File: src/sv/dda_pkg.sv
// ----------------------------------------------------------------------------
// dda_pkg
// Shared types and constants for the DDA line point generator.
// ----------------------------------------------------------------------------
package dda_pkg;

  localparam int COORD_BITS = 12;
  localparam int FRAC_BITS  = 16;
  localparam int POS_BITS   = COORD_BITS + FRAC_BITS;
  localparam int INC_BITS   = FRAC_BITS + 2;
  localparam int QUO_BITS   = FRAC_BITS + 1;
  localparam int CNT_BITS   = $clog2(FRAC_BITS);

  typedef enum logic [0:0] {
    OP_START   = 1'b0,
    OP_ADVANCE = 1'b1
  } op_t;

  typedef enum logic [0:0] {
    ST_OK      = 1'b0,
    ST_NO_LINE = 1'b1
  } status_t;

  typedef enum logic [0:0] {
    S_IDLE   = 1'b0,
    S_DIVIDE = 1'b1
  } state_t;

  typedef struct packed {
    op_t                   operation;
    logic [COORD_BITS-1:0] start_x;
    logic [COORD_BITS-1:0] start_y;
    logic [COORD_BITS-1:0] end_x;
    logic [COORD_BITS-1:0] end_y;
  } in_t;

  typedef struct packed {
    logic [COORD_BITS-1:0] point_x;
    logic [COORD_BITS-1:0] point_y;
    logic                  last_point;
    status_t               status;
  } out_t;

  // controller to datapath
  typedef struct packed {
    logic start;
    logic adv;
    logic div_step;
    logic div_last;
  } dda_cmd_t;

  // datapath to controller
  typedef struct packed {
    logic steps_zero;
  } dda_sts_t;

endpackage

File: src/sv/dda_ctrl.sv
// ----------------------------------------------------------------------------
// dda_ctrl
// Controller: input handshake, output valid, and the slope division sequence.
// ----------------------------------------------------------------------------
module dda_ctrl
  import dda_pkg::*;
(
  input  logic     clk,
  input  logic     rst_n,
  input  logic     in_valid,
  input  op_t      in_op,
  input  logic     out_stall,
  input  dda_sts_t sts,
  output dda_cmd_t cmd,
  output logic     in_stall,
  output logic     out_valid
);

  state_t              state_r, state_nxt;
  logic [CNT_BITS-1:0] cnt_r, cnt_nxt;
  logic                out_valid_r, out_valid_nxt;
  logic                accept;
  logic                cnt_last;

  assign cnt_last  = (cnt_r == CNT_BITS'(FRAC_BITS - 1));
  assign out_valid = out_valid_r;

  // next state and iteration counter
  always_comb begin
    state_nxt = state_r;
    cnt_nxt   = cnt_r;
    case (state_r)
      S_IDLE: begin
        cnt_nxt = '0;
        if (cmd.start && !sts.steps_zero) begin
          state_nxt = S_DIVIDE;
        end
      end
      S_DIVIDE: begin
        cnt_nxt = cnt_r + 1'b1;
        if (cnt_last) begin
          state_nxt = S_IDLE;
          cnt_nxt   = '0;
        end
      end
      default: begin
        state_nxt = S_IDLE;
        cnt_nxt   = '0;
      end
    endcase
  end

  // handshake and datapath commands
  always_comb begin
    in_stall     = (state_r != S_IDLE) || (out_valid_r && out_stall);
    accept       = in_valid && !in_stall;
    cmd.start    = accept && (in_op == OP_START);
    cmd.adv      = accept && (in_op == OP_ADVANCE);
    cmd.div_step = (state_r == S_DIVIDE);
    cmd.div_last = (state_r == S_DIVIDE) && cnt_last;
    if (accept) begin
      out_valid_nxt = 1'b1;
    end else if (out_stall) begin
      out_valid_nxt = out_valid_r;
    end else begin
      out_valid_nxt = 1'b0;
    end
  end

  always_ff @(posedge clk) begin
    if (!rst_n) begin
      state_r     <= S_IDLE;
      cnt_r       <= '0;
      out_valid_r <= 1'b0;
    end else begin
      state_r     <= state_nxt;
      cnt_r       <= cnt_nxt;
      out_valid_r <= out_valid_nxt;
    end
  end

endmodule

File: src/sv/dda_dp.sv
// ----------------------------------------------------------------------------
// dda_dp
// Datapath: position and increment registers, bit-serial slope divider,
// point rounding and the result register.
// ----------------------------------------------------------------------------
module dda_dp
  import dda_pkg::*;
(
  input  logic     clk,
  input  logic     rst_n,
  input  in_t      in_data,
  input  dda_cmd_t cmd,
  output dda_sts_t sts,
  output out_t     out_data
);

  localparam logic [POS_BITS-1:0] HALF_LSB = POS_BITS'(1) << (FRAC_BITS - 1);

  logic [POS_BITS-1:0]   cur_x_r, cur_y_r;
  logic [INC_BITS-1:0]   inc_x_r, inc_y_r;
  logic [COORD_BITS-1:0] steps_left_r;
  logic                  active_r;
  logic [COORD_BITS-1:0] div_steps_r;
  logic [COORD_BITS-1:0] rem_x_r, rem_y_r;
  logic [QUO_BITS-1:0]   quo_x_r, quo_y_r;
  logic                  neg_x_r, neg_y_r;
  out_t                  out_r;

  // start item: deltas and step count
  logic                  neg_x, neg_y;
  logic [COORD_BITS-1:0] adx, ady, steps;

  assign neg_x = (in_data.end_x < in_data.start_x);
  assign neg_y = (in_data.end_y < in_data.start_y);
  assign adx   = neg_x ? (in_data.start_x - in_data.end_x) : (in_data.end_x - in_data.start_x);
  assign ady   = neg_y ? (in_data.start_y - in_data.end_y) : (in_data.end_y - in_data.start_y);
  assign steps = (adx > ady) ? adx : ady;
  assign sts.steps_zero = (steps == '0);

  // one quotient bit per cycle for each axis
  logic [COORD_BITS:0]   rx2, ry2;
  logic                  gex, gey;
  logic [COORD_BITS-1:0] rem_x_nxt, rem_y_nxt;
  logic [QUO_BITS-1:0]   quo_x_nxt, quo_y_nxt;

  assign rx2       = {rem_x_r, 1'b0};
  assign ry2       = {rem_y_r, 1'b0};
  assign gex       = (rx2 >= {1'b0, div_steps_r});
  assign gey       = (ry2 >= {1'b0, div_steps_r});
  assign rem_x_nxt = gex ? COORD_BITS'(rx2 - {1'b0, div_steps_r}) : rx2[COORD_BITS-1:0];
  assign rem_y_nxt = gey ? COORD_BITS'(ry2 - {1'b0, div_steps_r}) : ry2[COORD_BITS-1:0];
  assign quo_x_nxt = {quo_x_r[QUO_BITS-2:0], gex};
  assign quo_y_nxt = {quo_y_r[QUO_BITS-2:0], gey};

  // advance: step position and round half up
  logic [POS_BITS-1:0]   sum_x, sum_y, rnd_x, rnd_y;
  logic                  adv_ok, adv_last;

  assign sum_x    = cur_x_r + {{(POS_BITS-INC_BITS){inc_x_r[INC_BITS-1]}}, inc_x_r};
  assign sum_y    = cur_y_r + {{(POS_BITS-INC_BITS){inc_y_r[INC_BITS-1]}}, inc_y_r};
  assign rnd_x    = sum_x + HALF_LSB;
  assign rnd_y    = sum_y + HALF_LSB;
  assign adv_ok   = active_r && (steps_left_r != '0);
  assign adv_last = (steps_left_r == COORD_BITS'(1));

  // line state
  always_ff @(posedge clk) begin
    if (!rst_n) begin
      cur_x_r      <= '0;
      cur_y_r      <= '0;
      inc_x_r      <= '0;
      inc_y_r      <= '0;
      steps_left_r <= '0;
      active_r     <= 1'b0;
    end else begin
      if (cmd.start) begin
        cur_x_r      <= {in_data.start_x, {FRAC_BITS{1'b0}}};
        cur_y_r      <= {in_data.start_y, {FRAC_BITS{1'b0}}};
        inc_x_r      <= '0;
        inc_y_r      <= '0;
        steps_left_r <= steps;
        active_r     <= !sts.steps_zero;
      end else if (cmd.adv) begin
        if (adv_ok) begin
          cur_x_r      <= sum_x;
          cur_y_r      <= sum_y;
          steps_left_r <= steps_left_r - 1'b1;
          active_r     <= !adv_last;
        end else begin
          active_r     <= 1'b0;
        end
      end else if (cmd.div_last) begin
        inc_x_r <= neg_x_r ? INC_BITS'(-{1'b0, quo_x_nxt}) : INC_BITS'({1'b0, quo_x_nxt});
        inc_y_r <= neg_y_r ? INC_BITS'(-{1'b0, quo_y_nxt}) : INC_BITS'({1'b0, quo_y_nxt});
      end
    end
  end

  // divider working registers
  always_ff @(posedge clk) begin
    if (cmd.start) begin
      div_steps_r <= steps;
      neg_x_r     <= neg_x;
      neg_y_r     <= neg_y;
      // integer part is one only for the major axis
      rem_x_r     <= (adx == steps) ? '0 : adx;
      rem_y_r     <= (ady == steps) ? '0 : ady;
      quo_x_r     <= QUO_BITS'(adx == steps);
      quo_y_r     <= QUO_BITS'(ady == steps);
    end else if (cmd.div_step) begin
      rem_x_r <= rem_x_nxt;
      rem_y_r <= rem_y_nxt;
      quo_x_r <= quo_x_nxt;
      quo_y_r <= quo_y_nxt;
    end
  end

  // result register
  always_ff @(posedge clk) begin
    if (cmd.start) begin
      out_r.point_x    <= in_data.start_x;
      out_r.point_y    <= in_data.start_y;
      out_r.last_point <= sts.steps_zero;
      out_r.status     <= ST_OK;
    end else if (cmd.adv) begin
      if (adv_ok) begin
        out_r.point_x    <= rnd_x[POS_BITS-1:FRAC_BITS];
        out_r.point_y    <= rnd_y[POS_BITS-1:FRAC_BITS];
        out_r.last_point <= adv_last;
        out_r.status     <= ST_OK;
      end else begin
        out_r.point_x    <= '0;
        out_r.point_y    <= '0;
        out_r.last_point <= 1'b0;
        out_r.status     <= ST_NO_LINE;
      end
    end
  end

  assign out_data = out_r;

endmodule

File: src/sv/dda_line_point_generator.sv
// ----------------------------------------------------------------------------
// dda_line_point_generator
// DDA line rasterizer: a start transaction latches a line and returns its
// start point, each advance transaction returns the next rounded point.
// ----------------------------------------------------------------------------
// An advance transaction is taken one per clock while the result side keeps
// up; its point is ready in the output register on the next cycle. A start
// transaction returns its start point on the next cycle, then the block holds
// in_stall while the datapath divider forms both slopes, one quotient bit per
// cycle. A start with equal endpoints returns a single point flagged last and
// needs no division. An advance with no active line returns status 1 and zero
// fields.
module dda_line_point_generator
  import dda_pkg::*;
(
  input  logic clk,
  input  logic rst_n,
  input  logic in_valid,
  output logic in_stall,
  input  in_t  in_data,
  output logic out_valid,
  input  logic out_stall,
  output out_t out_data
);

  dda_cmd_t cmd;
  dda_sts_t sts;

  // sequencing and handshake
  dda_ctrl u_ctrl (
    .clk       (clk),
    .rst_n     (rst_n),
    .in_valid  (in_valid),
    .in_op     (in_data.operation),
    .out_stall (out_stall),
    .sts       (sts),
    .cmd       (cmd),
    .in_stall  (in_stall),
    .out_valid (out_valid)
  );

  // arithmetic and line state
  dda_dp u_dp (
    .clk      (clk),
    .rst_n    (rst_n),
    .in_data  (in_data),
    .cmd      (cmd),
    .sts      (sts),
    .out_data (out_data)
  );

endmodule

File: config.mk
export PLATFORM = sky130hd
export DESIGN_NAME = dda_line_point_generator
export DESIGN_NICKNAME = d
export VERILOG_FILES = /design/src/sv/dda_pkg.sv /design/src/sv/dda_ctrl.sv /design/src/sv/dda_dp.sv /design/src/sv/dda_line_point_generator.sv
export SDC_FILE = /design/constraint.sdc
export NUM_CORES = 1
export LEC_CHECK = 0
export BUFFER_PORTS_ARGS = -buffer_cell sky130_fd_sc_hd__buf_2
export CAP_MARGIN = 5
export CORE_UTILIZATION = 60
export CTS_BUF_LIST = sky130_fd_sc_hd__clkbuf_8 sky130_fd_sc_hd__clkbuf_16
export CTS_CLUSTER_DIAMETER = 150
export DETAILED_ROUTE_END_ITERATION = 12
export HOLD_SLACK_MARGIN = 0.03
export PLACE_DENSITY = 0.86
export SLEW_MARGIN = 20
export SYNTH_ARGS = -nofsm -noshare
export SYNTH_HDL_FRONTEND = slang
export SYNTH_SLANG_ARGS = --single-unit
File: constraint.sdc
create_clock -name clk -period 4.9 [get_ports clk]
set_input_delay 0 -clock clk [delete_from_list [all_inputs] [get_ports clk]]
set_output_delay 0 -clock clk [all_outputs]
set_load 0.02 [all_outputs]
## Yosys cells after proc, flatten, opt, wreduce, memory -nomap -nowiden

Cells that the tools add are included.

| storage, ports and cells | value |
|---|---|
| register bits | 207 |
| bits in latches | 0 |
| RAM bits | 0 |
| memory bits (read-only) | 0 |
| bits of input ports | 53 |
| output and inout port bits | 28 |
| word-level logic and storage cells | 111 |
| memories kept | 0 |

| operators by class | value |
|---|---|
| add/sub/neg operators | 14 |
| multipliers | 0 |
| divide/modulo/power cells | 0 |
| $lt $le $gt $ge | 5 |
| equal/unequal tests | 5 |
| shifts and indexed selects | 0 |
| muxes and demuxes | 39 |
| bitwise gates (word level) | 4 |
| reductions and logical operators | 20 |

Operators by type and width:

| kind | count |
|---|---|
| 2-to-1 mux 12 bit | 14 |
| 2-to-1 mux 28 bit | 6 |
| 2-to-1 mux 26 bit | 3 |
| subtractor 12 bit | 6 |
| adder 28 x 16 -> 28 bit (second input constant) | 2 |
| adder 28 bit | 2 |
| 2-to-1 mux 18 bit | 2 |
| negation 17 -> 18 bit | 2 |
| greater-or-equal comparator 13 x 12 -> 1 bit | 2 |
| == test 12 bit | 2 |
| less-than comparator 12 bit | 2 |
| == test 12 x 1 -> 1 bit (second input constant) | 1 |
| > comparator 12 bit | 1 |
| zero test 12 bit | 1 |
| nonzero test 12 bit | 1 |
| subtractor 12 x 1 -> 12 bit (second input constant) | 1 |
| 2-to-1 mux 1 bit | 11 |
| one-hot mux 4 bit (2 select lines) | 1 |
| logical AND 1 bit | 7 |
| AND reduction 2 bit | 3 |
| nonzero test 2 bit | 3 |
| adder 4 x 1 -> 4 bit (second input constant) | 1 |
| == test 4 bit (second input constant) | 1 |
| 2-to-1 mux 4 bit | 1 |
| 6 further kinds | 11 |

## Logic depth before layout (Yosys ltp)

| logic depth | value |
|---|---|
| word-level depth | 9 |
| depth in mapped cells | 21 |
| mapped depth without buffers | 20 |

## Hierarchy

A second synthesis with hierarchy kept.

| unflattened totals | value |
|---|---|
| cell total of the unflattened synthesis | 1938 |
| area total of the unflattened synthesis | 15911.5 µm² |

By module, submodules not included:

| module | times used | cells each | area each (µm²) | sequential area each (µm²) |
|---|---|---|---|---|
| dda_dp | 1 | 1909 | 15660.0 | 4674.5 |
| dda_ctrl | 1 | 29 | 251.5 | 120.1 |

## Worst setup path after synthesis

Ideal clock, no wire load.

| timing path | value |
|---|---|
| path kind | input -> register |
| start | input port in_data[12] (netlist name) |
| end | register u_dp.rem_y_r[1], data pin |
| setup time | 157 ps |
| arrival time | 4069 ps |
| required time | 4743 ps |
| slack | 674 ps |
| stages on the path | 20 |
| buffers on the path | 2 |
| cell sequence | inv_1 ha_1 inv_1 fa_1 a21oi_1 o21ai_0 a21oi_2 mux2_2 o221ai_1 xor2_1 inv_1 ha_1 nand4_1 nor2_1 o21ai_0 a21oi_1 clkbuf_1 nor2_1 clkbuf_1 nor3_1 |

| on the way | value |
|---|---|
| cells in the longest elaborated chain, start to end | 7 |
| elaborated cells on any way between the ends | 9 |
| those cells by class | add/sub (2); order compare (2); eq/ne (1); mux (4) |

RTL lines:

| what | RTL line | text |
|---|---|---|
| start, declared | dda_line_point_generator.sv:20 | `input in_t in_data,` |
| subtractor 12 bit / less-than comparator 12 bit (equally long branches) | dda_dp.sv:35, dda_dp.sv:33 |  |
| 2-to-1 mux 12 bit (*) | dda_dp.sv:35 | `assign adx = neg_x ? (in_data.start_x - in_data.end_x) : (in_data.end_x - in_data.start_x);` |
| > comparator 12 bit | dda_dp.sv:37 | `assign steps = (adx > ady) ? adx : ady;` |
| 2-to-1 mux 12 bit (*) | dda_dp.sv:37 |  |
| == test 12 bit (*) | dda_dp.sv:107 | `rem_y_r <= (ady == steps) ? '0 : ady;` |
| 2-to-1 mux 12 bit (*) | dda_dp.sv:107 |  |
| 2-to-1 mux 12 bit (*) | dda_dp.sv:101 | `if (cmd.start) begin` |
| end signal, assigned | dda_dp.sv:107 |  |
| end signal, assigned | dda_dp.sv:112 | `rem_y_r <= rem_y_nxt;` |
| end, declared | dda_dp.sv:24 | `logic [COORD_BITS-1:0] rem_x_r, rem_y_r;` |

Every way passes the cells marked *; elsewhere a longest branch is shown, timed or not.
A chain may end at the register's enable or synchronous reset.

## Worst setup path after layout

| timing path | value |
|---|---|
| start | input port in_data[47] (netlist name) |
| end | register u_dp.out_r (netlist bit u_dp.out_data[1]), data pin |

| on the way | value |
|---|---|
| cells in the longest elaborated chain, start to end | 6 |
| elaborated cells on any way between the ends | 8 |
| those cells by class | add/sub (2); order compare (2); mux (3); reduce/logical (1) |

RTL lines:

| what | RTL line | text |
|---|---|---|
| subtractor 12 bit / less-than comparator 12 bit (equally long branches) | dda_dp.sv:35, dda_dp.sv:33 |  |
| 2-to-1 mux 12 bit (*) | dda_dp.sv:35 |  |
| > comparator 12 bit | dda_dp.sv:37 |  |
| 2-to-1 mux 12 bit (*) | dda_dp.sv:37 |  |
| zero test 12 bit (*) | dda_dp.sv:38 | `assign sts.steps_zero = (steps == '0);` |
| 2-to-1 mux 26 bit (*) | dda_dp.sv:120 | `if (cmd.start) begin` |
| end, declared | dda_dp.sv:27 | `out_t out_r;` |

Marks and branches as above.

==> run_results.csv <==
group,metric,value,unit
power,power_density,347,nW/µm²
placement,gp_congestion,1.07,
synthesis,ys_seq_elements,207,
clocking,path_clk_slew,0.06,ns
grt,overflow,0,
detailed_routing,ant_nets,0,
sta,drv_slew,0,
grt,antenna_found_initial,0,
cells_and_area,final_nets,2279,
synthesis,synth_warnings,0,
worst_setup_path,crit_type,"in -> reg",
synthesis,synth-seq-area-share,29.3,%
synthesis,netlist_area,16400,µm²
sta,finalCritPeriodShare,94.5,%
detailed_routing,drt_iter0_markers,1838,
placement,hpwl,35.0,mm
die,num_rows,60,
synthesis,synthCells,1997,
sta,finalHoldViolCount,0,
power,clockPowerShare,27.3,%
power,p_total,0.00632,W
placement,portBuffers,80,
power,power.leakage,7.98,nW
worst_setup_path,endpoint_kind,"register",
cells_and_area,syn_to_final_growth,11.2,%
die,dieArea,27900,µm²
worst_setup_path,critPathArrivalTime,4.90,ns
clocking,clock_sinks,207,
hold_path,hold_path.class,"in -> reg",
clocking,numCtsBuffers,25,
cells_and_area,final_cells,2435,
worst_setup_path,ff2ff_setup_slack,0.51,ns
sta,setup_viol_count_final,0,
die,initial_utilization,60.8,%
detailed_routing,drt_pass1_iterations,9,
sta,clock-skew-final,0.0119,ns
power,p_int,0.00396,W
power,pwr-share-seq,33.3,%
grt,grt_pass1_wl,77.5,mm
grt,grt_max_degree,75,
detailed_routing,postRouteWirelength,48.9,mm
synthesis,syn_nets,2201,
sta,tns,0,ns
sta,max_slew_margin,32.7,%
clocking,cts.path.max_buffers,3,
synthesis,yosysMostFrequentCell,"nor2_1",
detailed_routing,vias,16100,
detailed_routing,drcViolationCount,0,
synthesis,syn_avg_cell_area,8.19,µm²
detailed_routing,vias_per_cell,6.60,
outcome,status,"complete, no violations",
synthesis,synthFlopType,"dfxtp_1",
clocking,cts_root_buf,"clkbuf_16",
cells_and_area,drive_gt1_share,10.2,%
placement,place_area,17100,µm²
clocking,htreeDepth,1,
die,dieWidth,167,µm
grt,grt_pass1_vias,15100,
sta,tightest_slew,1.01,ns
power,comb_power_share,39.3,%
die,die_h,167,µm
worst_setup_path,slowest_delay,0.53,ns
detailed_routing,drt-wirelength-per-cell,20.1,µm
cells_and_area,finish.utilization,67.7,%
clocking,cts_tree,"done",
synthesis,synth_area_leaders,"dfxtp_1, edfxtp_1, ha_1",
power,swShare,37.3,%
synthesis,ys_types,86,
placement,dp.cells,2359,
power,peakVddDrop,292,µV
worst_setup_path,cp_cell_sequence,"dlygate4sd3_1 -> buf_2 -> inv_1 -> ha_1 -> a21oi_1 -> o221ai_1 -> a21oi_2 -> buf_4 -> o221ai_1 -> and3_1 -> or2_2 -> ha_1 -> a21o_1 -> a21o_1 -> a211oi_1 -> a21oi_1 -> buf_4 -> inv_1 -> nor4_1 -> o2111ai_2 -> o22ai_1",
die,core_area,26900,µm²
flow_run,cap_violations,0,
hold_path,hp-start,"in_valid",
power,p_sw,0.00236,W
worst_setup_path,critPathLaunch,"in_data[47]",
worst_setup_path,cp_slowest_cell,"dlygate4sd3_1",
synthesis,synthArstFlopShare,0,%
synthesis,synth-edff-count,65,
die,ioPinCount,81,
synthesis,synth_area_leader_cell,"dfxtp_1",
worst_setup_path,worst_setup_path_start_kind,"primary input",
clocking,clkLatencyLatePin,0.55,ns
synthesis,synthTopCellsByCount,"nor2_1, nand2_1, a21oi_1",
worst_setup_path,crit_fanout,11,
grt,track_usage,34.1,%
sta,fin_crit,4.63,ns
cells_and_area,finalInstanceArea,18200,µm²
worst_setup_path,r2r_start,"u_dp.div_steps_r[1]$_DFFE_PP_",
cells_and_area,diodes,0,
synthesis,synth_top_area_share,17.4,%
worst_setup_path,cp.required,5.16,ns
sta,fmax,216,MHz
sequential cells by signal (all words and copies together) (netlist names):
register / cells
u_dp.out_data: 26
u_dp.rem_x_r: 12
u_dp.steps_left_r: 12
u_ctrl.cnt_r: 4
u_ctrl.out_valid: 1
u_dp.cur_y_r: 28
u_dp.neg_x_r: 1
u_dp.cur_x_r: 28
u_dp.rem_y_r: 12
u_dp.quo_x_r: 16
u_dp.div_steps_r: 12
u_dp.inc_y_r: 18
u_dp.active_r: 1
u_dp.inc_x_r: 18
u_dp.quo_y_r: 16
u_ctrl.state_r: 1
u_dp.neg_y_r: 1
per-layer routing:
layer / track usage, % / routed length [µm]
met1: 43.4 / 19500
met2: 55.9 / 22400
met3: 4.94 / 4170
met4: 18.3 / 2780
met5: 0 / 0
cell families after synthesis:
logic type | synth area share [%]
and+or+nand+nor | 19.4
adders and majority gates | 11.9
muxes | 4.38
DFF | 29.3
buffers and inverters | 5.21
AOI/OAI and AO/OA | 23.1
xor gates and xnor gates | 6.62
cell usage in the layout (no fill, tap or decap), drive strengths merged, types with 57 or more instances in the layout:
cell type,Yosys,routed
o21ai,111,111
dfxtp,142,142
mux2i,57,57
nor2,182,182
edfxtp,65,65
nor3,73,73
xor2,65,65
ha,143,143
a21oi,158,158
buf,28,124
nand2,175,175
inv,115,122
area by class of cell:
type                            instances  area (µm²)
Clock buffer                           26         639
Sequential cell                       207        4800
Multi-Input combinational cell       1572       10700
Clock inverter                         20         120
Inverter                              117         440
Fill cell                            2081        8690
Tap cell                              341         427
Timing Repair Buffer                  152        1020
worst max-delay path: cells and delay by family:
kind                       cells  cell delay (ns)
and+or+nand+nor                3             0.66
AOI/OAI and AO/OA             10             2.19
buffers and inverters          6             1.41
adders and majority gates      2             0.64
metrics by stage:
| step | hold WS [ns] | setup slack [ns] |
|---|---|---|
| floorplan | 0.145 | 0.674 |
| global route | 0.0802 | -0.0243 |
| detailed placement | 0.274 | 0.267 |
| finish | 0.0702 | 0.268 |
| CTS | 0.0615 | 0.295 |
| global placement | 0.267 | 0.409 |
final timing paths:
path	to	depth (start not counted)
max reg2reg	u_dp.inc_y_r[14]$_SDFFE_PP0P_	17
min	u_dp.active_r$_SDFFE_PN0P_	4
min reg2reg	u_ctrl.cnt_r[0]$_SDFF_PP0_	1
max	u_dp.out_data[1]$_DFFE_PP_	21
power groups by stage:
stage,clock network (W),logic [W],registers [W]
3_5_place_dp,0,0.00235,0.00213
6_report,0.00173,0.00248,0.00211
4_1_cts,0.00173,0.00241,0.00210
2_1_floorplan,0,0.00171,0.00212
5_1_grt,0.00180,0.00269,0.00212
3_3_place_gp,0,0.00229,0.00213
repair_timing:
item                                   4_1_cts  5_1_grt
setup endpoints to repair                    0        5
hold buffers                                28        0
resized for setup                            0        3
endpoints found under the hold margin       53        0
buffers inserted                             0        2
Power figures use the tool's default switching activity.
